**src/hdl/cfl_pkg.sv**
```systemverilog
// Package for the CFL time-step reduction block.
// Holds fixed-point constants and shared types; no dependencies.
package cfl_pkg;

   localparam logic signed [31:0] S32_MAX = 32'sh7FFF_FFFF;
   localparam logic signed [31:0] S32_MIN = 32'sh8000_0000;
   localparam logic signed [31:0] TENTH_Q = 32'sd6554;
   localparam logic signed [31:0] INV_SQRT3_Q = 32'sd37837;
   localparam logic [16:0] COURANT_RESET = 17'd32768;
   localparam logic [30:0] END_TIME_RESET = 31'd65536;

   // register indexes of the configuration port
   localparam logic CSR_COURANT = 1'b0;
   localparam logic CSR_END_TIME = 1'b1;

   // divider command and status
   typedef struct packed {
      logic        start;
      logic [63:0] dividend;   // magnitude
      logic [63:0] divisor;    // magnitude, nonzero
   } div_cmd_type;

   typedef struct packed {
      logic        done;
      logic        busy;
      logic [63:0] quotient;
   } div_sts_type;

   // saturate a 66-bit signed value to signed 32 bits
   function automatic logic signed [31:0] sat32(input logic signed [65:0] v);
      logic signed [31:0] r;
      if (v > 66'sh0_7FFF_FFFF) r = S32_MAX;
      else if (v < -66'sh0_8000_0000) r = S32_MIN;
      else r = v[31:0];
      return r;
   endfunction

endpackage

```
**src/hdl/cfl_divider.sv**
```systemverilog
// Shared unsigned radix-2 restoring divider, one quotient bit per cycle.
// Depends on cfl_pkg.
module cfl_divider
   import cfl_pkg::*;
(
   input  logic        clock,
   input  logic        reset,
   input  div_cmd_type cmd,
   output div_sts_type sts
);

   logic [63:0] quo_ff, quo_in;
   logic [64:0] rem_ff, rem_in;
   logic [63:0] dvs_ff, dvs_in;
   logic [6:0]  cnt_ff, cnt_in;
   logic        busy_ff, busy_in;
   logic        done_ff, done_in;
   logic [64:0] trial;

   // one shift-subtract step per cycle
   always_comb begin
      quo_in  = quo_ff;
      rem_in  = rem_ff;
      dvs_in  = dvs_ff;
      cnt_in  = cnt_ff;
      busy_in = busy_ff;
      done_in = 1'b0;
      trial   = {rem_ff[63:0], quo_ff[63]} - {1'b0, dvs_ff};
      if (cmd.start) begin
         quo_in  = cmd.dividend;
         rem_in  = '0;
         dvs_in  = cmd.divisor;
         cnt_in  = 7'd64;
         busy_in = 1'b1;
      end else if (busy_ff) begin
         if (!trial[64]) begin
            rem_in = trial;
            quo_in = {quo_ff[62:0], 1'b1};
         end else begin
            rem_in = {rem_ff[63:0], quo_ff[63]};
            quo_in = {quo_ff[62:0], 1'b0};
         end
         cnt_in = cnt_ff - 7'd1;
         if (cnt_ff == 7'd1) begin
            busy_in = 1'b0;
            done_in = 1'b1;
         end
      end
   end

   always_ff @(posedge clock) begin
      if (reset) begin
         busy_ff <= 1'b0;
         done_ff <= 1'b0;
         cnt_ff  <= '0;
      end else begin
         busy_ff <= busy_in;
         done_ff <= done_in;
         cnt_ff  <= cnt_in;
      end
      quo_ff <= quo_in;
      rem_ff <= rem_in;
      dvs_ff <= dvs_in;
   end

   assign sts.done     = done_ff;
   assign sts.busy     = busy_ff;
   assign sts.quotient = quo_ff;

endmodule

```
**src/hdl/cfl_time_step_reduce_top.sv**
```systemverilog
// Top level of the CFL time-step reduction block.
// Depends on cfl_pkg and cfl_divider.
// A non-last cell is only reduced and its mass stored. The last cell first runs one
// division for dt, then one division per stored cell, each on the shared
// bit-serial divider. busy is high meanwhile and no new cell is accepted.
// Reset (synchronous, active high) clears grid state, time and registers;
// the mass memory is not cleared. The receiver cannot stall results.
module cfl_time_step_reduce_top
   import cfl_pkg::*;
#(
   parameter int MAX_CELLS = 32
)
(
   input  logic               clock,
   input  logic               reset,
   input  logic               start,
   output logic               busy,
   input  logic signed [31:0] req_left_edge,
   input  logic signed [31:0] req_right_edge,
   input  logic signed [31:0] req_velocity,
   input  logic [30:0]        req_cell_mass,
   input  logic               req_last_cell,
   output logic               rsp_valid,
   output logic [5:0]         rsp_cell_index,
   output logic signed [31:0] rsp_time_step,
   output logic signed [31:0] rsp_step_over_mass,
   output logic signed [31:0] rsp_new_time,
   output logic               rsp_last_result,
   input  logic               csr_valid,
   output logic               csr_ready,
   input  logic               csr_index,
   input  logic [31:0]        csr_wdata
);

   localparam int AW = $clog2(MAX_CELLS);
   localparam int CW = $clog2(MAX_CELLS + 1);

   localparam logic [2:0] ST_IDLE = 3'd0;
   localparam logic [2:0] ST_DT   = 3'd1;
   localparam logic [2:0] ST_DTW  = 3'd2;
   localparam logic [2:0] ST_RD   = 3'd3;
   localparam logic [2:0] ST_DIV  = 3'd4;
   localparam logic [2:0] ST_DIVW = 3'd5;

   logic [2:0]  state_ff, state_in;
   logic [16:0] courant_ff;
   logic [30:0] end_time_ff;
   logic [30:0] mass_mem [MAX_CELLS];
   logic [30:0] mass_rd_ff;
   logic [CW-1:0] seen_ff, seen_in;
   logic [CW-1:0] k_ff, k_in;
   logic signed [31:0] minw_ff, minw_in, maxl_ff, maxl_in, maxr_ff, maxr_in;
   logic signed [31:0] prevv_ff, prevv_in, pend_ff, pend_in, time_ff, time_in;
   logic signed [31:0] dt_ff, dt_in;
   logic               neg_ff, neg_in;
   logic [1:0]         grid_cnt_ff, grid_cnt_in;   // saturating count up to 3
   logic signed [31:0] width, jump;
   logic signed [32:0] vdiff;
   logic signed [65:0] wide;
   logic signed [65:0] tsum;
   logic [63:0]        num_mag;
   logic signed [49:0] num;
   logic signed [31:0] dt_raw, dt_clip;
   logic               accept;
   div_cmd_type        dcmd;
   div_sts_type        dsts;
   logic               rsp_valid_ff, rsp_valid_in, rsp_last_ff, rsp_last_in;
   logic [5:0]         rsp_idx_ff, rsp_idx_in;
   logic signed [31:0] rsp_q_ff, rsp_q_in;

   assign accept    = start && !busy;
   assign busy      = (state_ff != ST_IDLE);
   assign csr_ready = 1'b1;

   // configuration registers
   always_ff @(posedge clock) begin
      if (reset) begin
         courant_ff  <= COURANT_RESET;
         end_time_ff <= END_TIME_RESET;
      end else if (csr_valid && csr_ready) begin
         unique case (csr_index)
            CSR_COURANT:  courant_ff  <= csr_wdata[16:0];
            CSR_END_TIME: end_time_ff <= csr_wdata[30:0];
            default: ;
         endcase
      end
   end

   // mass memory: one write per transfer while fewer than MAX_CELLS are stored, registered read
   always_ff @(posedge clock) begin
      if (accept && (seen_ff < CW'(MAX_CELLS)))
         mass_mem[seen_ff[AW-1:0]] <= req_cell_mass;
      mass_rd_ff <= mass_mem[k_ff[AW-1:0]];
   end

   // per-cell reductions
   always_comb begin
      wide  = 66'(req_right_edge) - 66'(req_left_edge);
      width = sat32(wide);
      vdiff = 33'(req_velocity) - 33'(prevv_ff);
      if (vdiff < 0) vdiff = -vdiff;
      jump  = (vdiff > 33'sh0_7FFF_FFFF) ? S32_MAX : vdiff[31:0];
   end

   assign num = $signed({1'b0, courant_ff}) * minw_ff;
   assign tsum = 66'(dt_raw) + 66'(time_ff);

   always_comb begin
      // quotient magnitude sign-corrected and saturated, dt clipped to end time, numerator magnitude
      if (dsts.quotient > 64'h7FFF_FFFF)
         dt_raw = neg_ff ? ((dsts.quotient > 64'h8000_0000) ? S32_MIN : S32_MIN)
                         : S32_MAX;
      else
         dt_raw = neg_ff ? -$signed(dsts.quotient[31:0]) : $signed(dsts.quotient[31:0]);
      if (tsum > 66'($signed({1'b0, end_time_ff})))
         dt_clip = sat32(66'($signed({1'b0, end_time_ff})) - 66'(time_ff));
      else
         dt_clip = dt_raw;
      num_mag = num[49] ? 64'(-num) : 64'(num);
   end

   // sequencer
   always_comb begin
      state_in    = state_ff;
      seen_in     = seen_ff;
      k_in        = k_ff;
      minw_in     = minw_ff;
      maxl_in     = maxl_ff;
      maxr_in     = maxr_ff;
      prevv_in    = prevv_ff;
      pend_in     = pend_ff;
      time_in     = time_ff;
      dt_in       = dt_ff;
      neg_in      = neg_ff;
      grid_cnt_in = grid_cnt_ff;
      dcmd        = '0;
      rsp_valid_in = 1'b0;
      rsp_last_in  = 1'b0;
      rsp_idx_in   = rsp_idx_ff;
      rsp_q_in     = rsp_q_ff;
      unique case (state_ff)
         ST_IDLE: begin
            if (accept) begin
               if (width < minw_ff) minw_in = width;
               if (grid_cnt_ff == 2'd3) begin
                  if (pend_ff > maxl_ff) maxl_in = pend_ff;
                  if (jump > maxr_ff) maxr_in = jump;
               end else begin
                  grid_cnt_in = grid_cnt_ff + 2'd1;
               end
               pend_in  = jump;
               prevv_in = req_velocity;
               if (seen_ff < CW'(MAX_CELLS)) seen_in = seen_ff + CW'(1);
               if (req_last_cell) state_in = ST_DT;
            end
         end
         ST_DT: begin
            dcmd.start    = 1'b1;
            dcmd.dividend = num_mag;
            dcmd.divisor  = 64'(INV_SQRT3_Q) + 64'(maxl_ff) + 64'(maxr_ff);
            neg_in        = num[49];
            state_in      = ST_DTW;
         end
         ST_DTW: begin
            if (dsts.done) begin
               dt_in    = dt_clip;
               time_in  = sat32(66'(dt_clip) + 66'(time_ff));
               k_in     = '0;
               state_in = ST_RD;
            end
         end
         ST_RD: begin
            // memory read in flight
            state_in = ST_DIV;
         end
         ST_DIV: begin
            dcmd.start    = 1'b1;
            dcmd.dividend = dt_ff[31] ? 64'(-64'(signed'(dt_ff)) <<< 16)
                                      : 64'(64'(signed'(dt_ff)) <<< 16);
            dcmd.divisor  = (mass_rd_ff == '0) ? 64'd1 : 64'(mass_rd_ff);
            neg_in        = dt_ff[31];
            state_in      = ST_DIVW;
         end
         ST_DIVW: begin
            if (dsts.done) begin
               rsp_valid_in = 1'b1;
               rsp_idx_in   = 6'(k_ff);
               if (mass_rd_ff == '0)
                  rsp_q_in = dt_ff[31] ? S32_MIN : S32_MAX;
               else
                  rsp_q_in = dt_raw;
               if (k_ff + CW'(1) == seen_ff) begin
                  rsp_last_in = 1'b1;
                  state_in    = ST_IDLE;
                  seen_in     = '0;
                  minw_in     = S32_MAX;
                  maxl_in     = TENTH_Q;
                  maxr_in     = TENTH_Q;
                  prevv_in    = '0;
                  pend_in     = '0;
                  grid_cnt_in = '0;
               end else begin
                  k_in     = k_ff + CW'(1);
                  state_in = ST_RD;
               end
            end
         end
         default: state_in = ST_IDLE;
      endcase
   end

   always_ff @(posedge clock) begin
      if (reset) begin
         state_ff     <= ST_IDLE;
         seen_ff      <= '0;
         k_ff         <= '0;
         minw_ff      <= S32_MAX;
         maxl_ff      <= TENTH_Q;
         maxr_ff      <= TENTH_Q;
         prevv_ff     <= '0;
         pend_ff      <= '0;
         time_ff      <= '0;
         grid_cnt_ff  <= '0;
         rsp_valid_ff <= 1'b0;
         rsp_last_ff  <= 1'b0;
      end else begin
         state_ff     <= state_in;
         seen_ff      <= seen_in;
         k_ff         <= k_in;
         minw_ff      <= minw_in;
         maxl_ff      <= maxl_in;
         maxr_ff      <= maxr_in;
         prevv_ff     <= prevv_in;
         pend_ff      <= pend_in;
         time_ff      <= time_in;
         grid_cnt_ff  <= grid_cnt_in;
         rsp_valid_ff <= rsp_valid_in;
         rsp_last_ff  <= rsp_last_in;
      end
      dt_ff      <= dt_in;
      neg_ff     <= neg_in;
      rsp_idx_ff <= rsp_idx_in;
      rsp_q_ff   <= rsp_q_in;
   end

   cfl_divider u_div (
      .clock (clock),
      .reset (reset),
      .cmd   (dcmd),
      .sts   (dsts)
   );

   assign rsp_valid          = rsp_valid_ff;
   assign rsp_cell_index     = rsp_idx_ff;
   assign rsp_time_step      = dt_ff;
   assign rsp_step_over_mass = rsp_q_ff;
   assign rsp_new_time       = time_ff;
   assign rsp_last_result    = rsp_last_ff;

endmodule

```
**config.mk**
```make
export PLATFORM = sky130hd
export DESIGN_NAME = cfl_time_step_reduce_top
export DESIGN_NICKNAME = d
export VERILOG_FILES = /design/src/hdl/cfl_pkg.sv /design/src/hdl/cfl_divider.sv /design/src/hdl/cfl_time_step_reduce_top.sv
export SDC_FILE = /design/constraint.sdc
export NUM_CORES = 2
export LEC_CHECK = 0
export BUFFER_PORTS_ARGS = -buffer_cell sky130_fd_sc_hd__buf_2
export CORE_AREA = 2 2 530 532
export DETAILED_ROUTE_END_ITERATION = 12
export DIE_AREA = 0 0 532 534
export GPL_TIMING_DRIVEN = 1
export PLACE_DENSITY = 0.6
export SYNTH_ARGS = -nofsm -noshare
export SYNTH_HDL_FRONTEND = slang
export SYNTH_SLANG_ARGS = --single-unit
```
**constraint.sdc**
```tcl
create_clock -name clock -period 11.8 [get_ports clock]
set_input_delay 2.36 -clock clock [delete_from_list [all_inputs] [get_ports clock]]
set_output_delay 2.36 -clock clock [all_outputs]
set_load 0.02 [all_outputs]
```
Yosys cells after proc, flatten, opt, wreduce, memory -nomap -nowiden --
Memory sizes are Yosys's and may differ from the RTL's. A register that Yosys moved wholly into a read port is not among the register bits. Index checks and enable logic that the tools add are counted. Widths: inputs -> output; s select.
Operators by class: add/sub/neg operators 16, equality and inequality tests 20, muxes and demuxes 74, magnitude comparators 14, $mul 1, reductions and logical operators 26, bitwise gates (word level) 4
Operators by type and width (count):
- $mux 32 | 29
- $mux 64 | 5
- $pmux 32 s2 | 5
- $pmux 129 s2 | 1
- $gt 33x32->1 const B | 4
- $lt 33x32->1 const B | 3
- $sub 32x32->33 | 3
- $add 32x32->33 | 2
- $sub 65x64->65 | 1
- $gt 32x32->1 | 2
- $gt 64x31->1 const B | 1
- $neg 50->64 | 1
- $mul 18x32->50 | 1
- $neg 32->48 | 1
- $mux 6 | 7
- $add 33x32->34 | 1
- $add 17x32->33 const A | 1
- $gt 33x32->1 | 1
- $lt 33x1->1 const B | 1
- $mux 33 | 1
- $neg 33->33 | 1
- $lt 32x32->1 | 1
- $neg 32->32 | 1
- $logic_not 31->1 | 1
- 33 further kinds | 80
Word-level totals: RAM bits 992, memories kept 1, logic and storage cells 181, bits in registers 531, input port bits 165, output and inout port bits 106
Memory list:
- mass_mem | depth 32, bits a word 31, read ports 1, clocked after Yosys merged registers in 1, wr ports 1, line cfl_time_step_reduce_top.sv:48 | logic [30:0] mass_mem [MAX_CELLS];

Longest topological paths before layout --
word-level depth 10, gate-level depth with buffers 54, depth with buffers taken out 51

Modules after synthesis --
A second synthesis with hierarchy kept.
Unflattened totals: cells, all modules 8831, area total of the unflattened synthesis 99823.2 µm²
By module, submodules not included:
- cfl_time_step_reduce_top | area an instance 87881.8 µm², cells an instance 7581, times used 1, seq. area each 37726.2 µm²
- cfl_divider | area an instance 11941.5 µm², cells an instance 1250, times used 1, seq. area each 5305.1 µm²

Least setup slack after synthesis --
No wires, ideal clock.
path type reg-to-reg, start reg u_div.quo_ff[0], end reg time_ff[15] (netlist: rsp_new_time[15]), clock period less this slack 10.097 ns, slack 1.703 ns, path buffers 4, setup time 0.122 ns, arrival time 9.974 ns, required time 11.678 ns, cell stages (with the launch flop) 54, path through edfxtp_1 inv_1 ha_1 nor3b_1 nor3b_1 nand2_1 or3_1 or3_1 or2_0 o21ai_0 nand2_1 nand2_1 o21ai_0 inv_1 ha_1 a21o_1 a21o_1 a21o_1 (+18 left out) nor2b_1 clkbuf_1 a22oi_1 ha_1 a21o_1 a21o_1 a21oi_1 o21ai_0 a2111oi_0 o211ai_1 and3_1 a211o_1 a221oi_1 xor2_1 o21a_1 buf_2 buf_4 a211oi_1
On the way: word-level cells in the longest chain between the ends 10, elaborated cells between the ends (all ways) 12, classes of those cells add/sub: 3; order compare: 4; mux: 5
RTL lines:
- start: declaration | line cfl_divider.sv:12 | logic [63:0] quo_ff, quo_in;
- start signal: assignment | line cfl_divider.sv:61 | quo_ff <= quo_in;
- $neg 32->32 | line cfl_time_step_reduce_top.sv:114 | dt_raw = neg_ff ? -$signed(dsts.quotient[31:0]) : $signed(dsts.quotient[31:0]);
- $mux 32 | line cfl_time_step_reduce_top.sv:114
- $mux 32 (*) | line cfl_time_step_reduce_top.sv:110 | if (dsts.quotient > 64'h7FFF_FFFF)
- $add 32x32->33 | line cfl_time_step_reduce_top.sv:106 | assign tsum = 66'(dt_raw) + 66'(time_ff);
- $gt 33x32->1 | line cfl_time_step_reduce_top.sv:115 | if (tsum > 66'($signed({1'b0, end_time_ff})))
- $mux 32 (*) | line cfl_time_step_reduce_top.sv:115
- net dt_clip[1] | line cfl_time_step_reduce_top.sv:63 | logic signed [31:0] dt_raw, dt_clip;
- $add 32x32->33 (*) | line cfl_time_step_reduce_top.sv:167 | time_in = sat32(66'(dt_clip) + 66'(time_ff));
- $lt 33x32->1 | line cfl_pkg.sv:33 | else if (v < -66'sh0_8000_0000) r = S32_MIN;
- $mux 32 | line cfl_pkg.sv:33
- $mux 32 (*) | line cfl_pkg.sv:32 | if (v > 66'sh0_7FFF_FFFF) r = S32_MAX;
- end signal: assignment | line cfl_time_step_reduce_top.sv:235 | time_ff <= time_in;
- end: declaration | line cfl_time_step_reduce_top.sv:53 | logic signed [31:0] prevv_ff, prevv_in, pend_ff, pend_in, time_ff, time_in;
The timed path passes the listed nets; every way through them passes the cells marked *. A chain may end at the register's enable or synchronous reset.

Worst setup path in the final report --
start reg u_div.quo_ff[1], end reg time_ff[28] (netlist: rsp_new_time[28])
Same word-level chain as after synthesis.

==> flow_metrics.env <==
export IMPL_reg2reg_slack_ns=0.76
export IMPL_cts_tree="built"
export IMPL_first_global_vias=68150
export IMPL_cts_path_max_buffers=4
export IMPL_ys_async_sr_fraction_pct=0
export IMPL_hold_start="maxl_ff[6]"
export IMPL_drive_gt1_share_pct=12.68
export IMPL_grt_pass1_wl_um=413900
export IMPL_start_kind="register"
export IMPL_pre_cts_slack_ns=0.3391
export IMPL_r2r_end="rsp_new_time[28]"
export IMPL_ys_types=105
export IMPL_htreeDepth=4
export IMPL_synth_cells=8632
export IMPL_nets=10050
export IMPL_postSynthNetCount=9869
export IMPL_max_freq_mhz=90.62
export IMPL_drc=0
export IMPL_start_util_pct=34.87
export IMPL_grt_max_degree=100
export IMPL_clock_latency_ns=0.86
export IMPL_top_layer="met5"
export IMPL_areaGrowthSynthToFinish_pct=11.77
export IMPL_finalHoldViolations=0
export IMPL_core_mm2=0.2784
export IMPL_path_class="register to register"
export IMPL_max_slew_margin_pct=12.26
export IMPL_die_y_um=534
export IMPL_wl_met2_um=132900
export IMPL_cts_buffers=171
export IMPL_rsz0062_at_grt="no"
export IMPL_status="completed"
export IMPL_holdPathEnd="maxl_ff[6]"
export IMPL_wl_per_cell_um=21.48
export IMPL_slew_viol_final=0
export IMPL_die_w_um=532
export IMPL_path_clk_slew_ns=0.06
export IMPL_cts_setup_buffers=0
export IMPL_slowest_stage="edfxtp_1"
export IMPL_hpwl_um=189900
export IMPL_whs_ns=0.4570
export IMPL_power_leakage_nw=41.87
export IMPL_synth_avg_cell_area_um2=11.25
export IMPL_period_share_pct=93.52
export IMPL_finalSetupTns_ns=0
export IMPL_synth_edf_count=1161
export IMPL_ys_warnings_count=0
export IMPL_drtIter0Drc=5713
export IMPL_fin_skew_ns=0.09622
export IMPL_r2r_cells=49
export IMPL_cp_startpoint="u_div.quo_ff[1]"
export IMPL_gp_congestion=0.9430
export IMPL_cp_end_kind="register"
export IMPL_hold_path_depth=2
export IMPL_worstPathArrival_ns=11.68
export IMPL_via_count=67810
export IMPL_finalCriticalPeriod_ns=11.04
export IMPL_cap_violations=0
export IMPL_wl_met1_um=114900
export IMPL_hold_class="register to register"
export IMPL_yosysSeqAreaShare_pct=43.39
export IMPL_crit_fanout=12
export IMPL_synth_cell_area_mm2=0.09709
export IMPL_wl_met3_um=16420
export IMPL_worst_slack_ns=0.7650
export IMPL_ant_nets=0
export IMPL_cpMostUsedCell="a21o_1"
export IMPL_tightest_slew_ns=1.315
export IMPL_cellPowerDensity_mw_per_mm2=202.8
export IMPL_fp_row_count=194
export IMPL_routed_wl_um=272000
export IMPL_cp_required_ns=12.44
export IMPL_root_buffer="clkbuf_16"
export IMPL_boundaryPins=271
export IMPL_irDropWorstVdd_mv=0.3357
export IMPL_vias_per_cell=5.354
export IMPL_clock_sinks=1524
export IMPL_grt_usage_pct=18.73
export IMPL_io_buffer_count=268
export IMPL_ys_ff_latch=1524
export IMPL_final_setup_viol_count=0
export IMPL_grt_overflow=0
export IMPL_cp_slowest_stage_delay_ns=0.39
export IMPL_synth_flop_cell="edfxtp_1"
export IMPL_antenna_found_initial=26
export IMPL_dieArea_mm2=0.2841
export IMPL_firstDrtPassIters=6
export IMPL_worstReg2RegStart="u_div.quo_ff[1]"
-- synth_stat cells, types with 10 or more instances --
cell,count,share of area (%)
and3_1,31,0.20
nand4_1,73,0.47
a21o_1,200,1.5
a21oi_1,535,2.8
inv_1,971,3.8
nor4_1,27,0.17
dfxtp_1,363,7.5
or4_1,16,0.12
nand2b_1,70,0.45
o22ai_1,38,0.24
ha_1,544,7.0
mux2_2,47,0.55
o21bai_1,46,0.36
mux2i_1,28,0.29
maj3_1,10,0.10
nor2b_1,58,0.37
a211oi_1,97,0.75
buf_2,10,0.052
nand3_1,106,0.55
a2111oi_0,10,0.090
xor2_1,155,1.4
clkbuf_1,361,1.4
a31o_2,13,0.12
nand3b_1,12,0.093
a22o_1,12,0.11
a31oi_1,63,0.41
buf_1,40,0.15
mux4_2,310,7.2
or2_2,10,0.064
edfxtp_1,1161,36
nor3_1,119,0.61
a41oi_1,10,0.090
o31ai_1,46,0.36
xnor2_1,243,2.2
o2111ai_1,30,0.27
o21ai_0,373,1.9
a22oi_1,42,0.32
nand2_1,801,3.1
nor2_1,462,1.8
or3_1,43,0.28
o211ai_1,15,0.12
and2_1,247,1.6
fa_1,528,11
a21boi_0,11,0.085
o21a_1,84,0.65
-- cell usage in the layout, fill, tap and decap left out, types with 24 or more instances in the layout --
cell,n
nor3_1,118
xor2_1,154
inv_1,969
o22ai_1,38
xnor2_1,242
mux4_2,310
and3_1,31
and2_1,247
a22oi_1,41
nor2b_1,57
buf_4,153
buf_2,267
nand3_1,106
or3_1,42
o21a_1,84
o21ai_0,371
a31oi_1,62
a21o_1,200
nand2_1,798
nor2_4,34
mux2i_1,28
edfxtp_1,1161
dfxtp_1,357
mux2_2,47
clkbuf_16,177
o2111ai_1,30
nand2b_1,70
o31ai_1,46
a211oi_1,97
ha_1,544
a21oi_1,534
nor4_1,24
clkbuf_1,41
fa_1,528
o21bai_1,46
nor2_1,424
nand4_1,73
-- layer usage --
metal | vias to the layer above | GRT usage (%)
met5 | - | 0
met4 | 16 | 5.158
met3 | 421 | 2.486
met2 | 2001 | 32.11
met1 | 34450 | 24.82
li1 | 30920 | -
-- cell type report --
type / instances / area (µm²)
Clock inverter: 65 / 673.1
Sequential cell: 1524 / 42150
Multi-Input combinational cell: 5719 / 50090
Inverter: 973 / 3654
Tap cell: 3724 / 4659
Fill cell: 26690 / 169900
Timing Repair Buffer: 422 / 2516
Antenna cell: 6 / 15.01
Clock buffer: 231 / 4762
-- critical path, delay by kind of cell (launching register included) --
family	cells	cell delay [ns]
AOI/OAI and AO/OA	23	4.79
and+or+nand+nor	12	2.80
buffers and inverters	7	1.16
adders and majority gates	4	1.13
DFF	1	0.39
muxes	1	0.39
xor gates and xnor gates	2	0.27
-- where the power goes --
part,switching (W),internal [W],leakage [nW]
clock network,0.00215,0.00308,2.64
registers,0.000280,0.00606,13.5
logic,0.00633,0.00410,25.8
total,0.00877,0.0132,41.9
-- sequential cells by signal, indices dropped and copies added (netlist names), 7 cells and up --
signal and flops:
courant_ff 17, end_time_ff 31, mass_mem 992, mass_rd_ff 31
maxl_ff 32, maxr_ff 32, minw_ff 32, pend_ff 32
prevv_ff 32, rsp_new_time 32, rsp_step_over_mass 32, rsp_time_step 32
u_div.cnt_ff 7, u_div.dvs_ff 34, u_div.quo_ff 64, u_div.rem_ff 64
-- through the flow --
stage	area, µm²	cells	power (W)	util (%)
2_1_floorplan	97090	8632	0.01434	-
3_3_place_gp	103000	12360	0.01678	37.00
3_5_place_dp	103000	12360	0.01692	37.00
4_1_cts	108500	12660	0.02221	38.96
5_1_grt	108500	12660	0.02367	38.97
6_report	108500	12660	0.02201	38.98
-- cell families after synthesis --
logic type | after synthesis | synth area share [%]
fa+ha+maj | 1082 | 18.00
mux | 386 | 8.048
flops | 1524 | 43.39
other cells | 1 | 0.003862
compound gates | 1733 | 11.26
xor+xnor | 398 | 3.590
simple gates | 2119 | 10.30
buf+inv | 1389 | 5.402
-- timing repair --
| action | in CTS | in global routing |
|---|---|---|
| hold buffers | 0 | 0 |
| setup endpoints to repair | 0 | 32 |
| resized for setup | 0 | 12 |
-- how the worst max path moves through the flow --
stage / to / slack (ns) / cells after the start
finish: rsp_new_time[28] / 0.76 / 49
global route: rsp_new_time[28] / 0.05 / 51
CTS: rsp_new_time[11] / 0.31 / 45
detailed placement: rsp_new_time[11] / 0.34 / 45
global placement: rsp_new_time[11] / 0.46 / 45
floorplan: rsp_new_time[15] / 1.70 / 53
(Power assumes the default switching activity.)
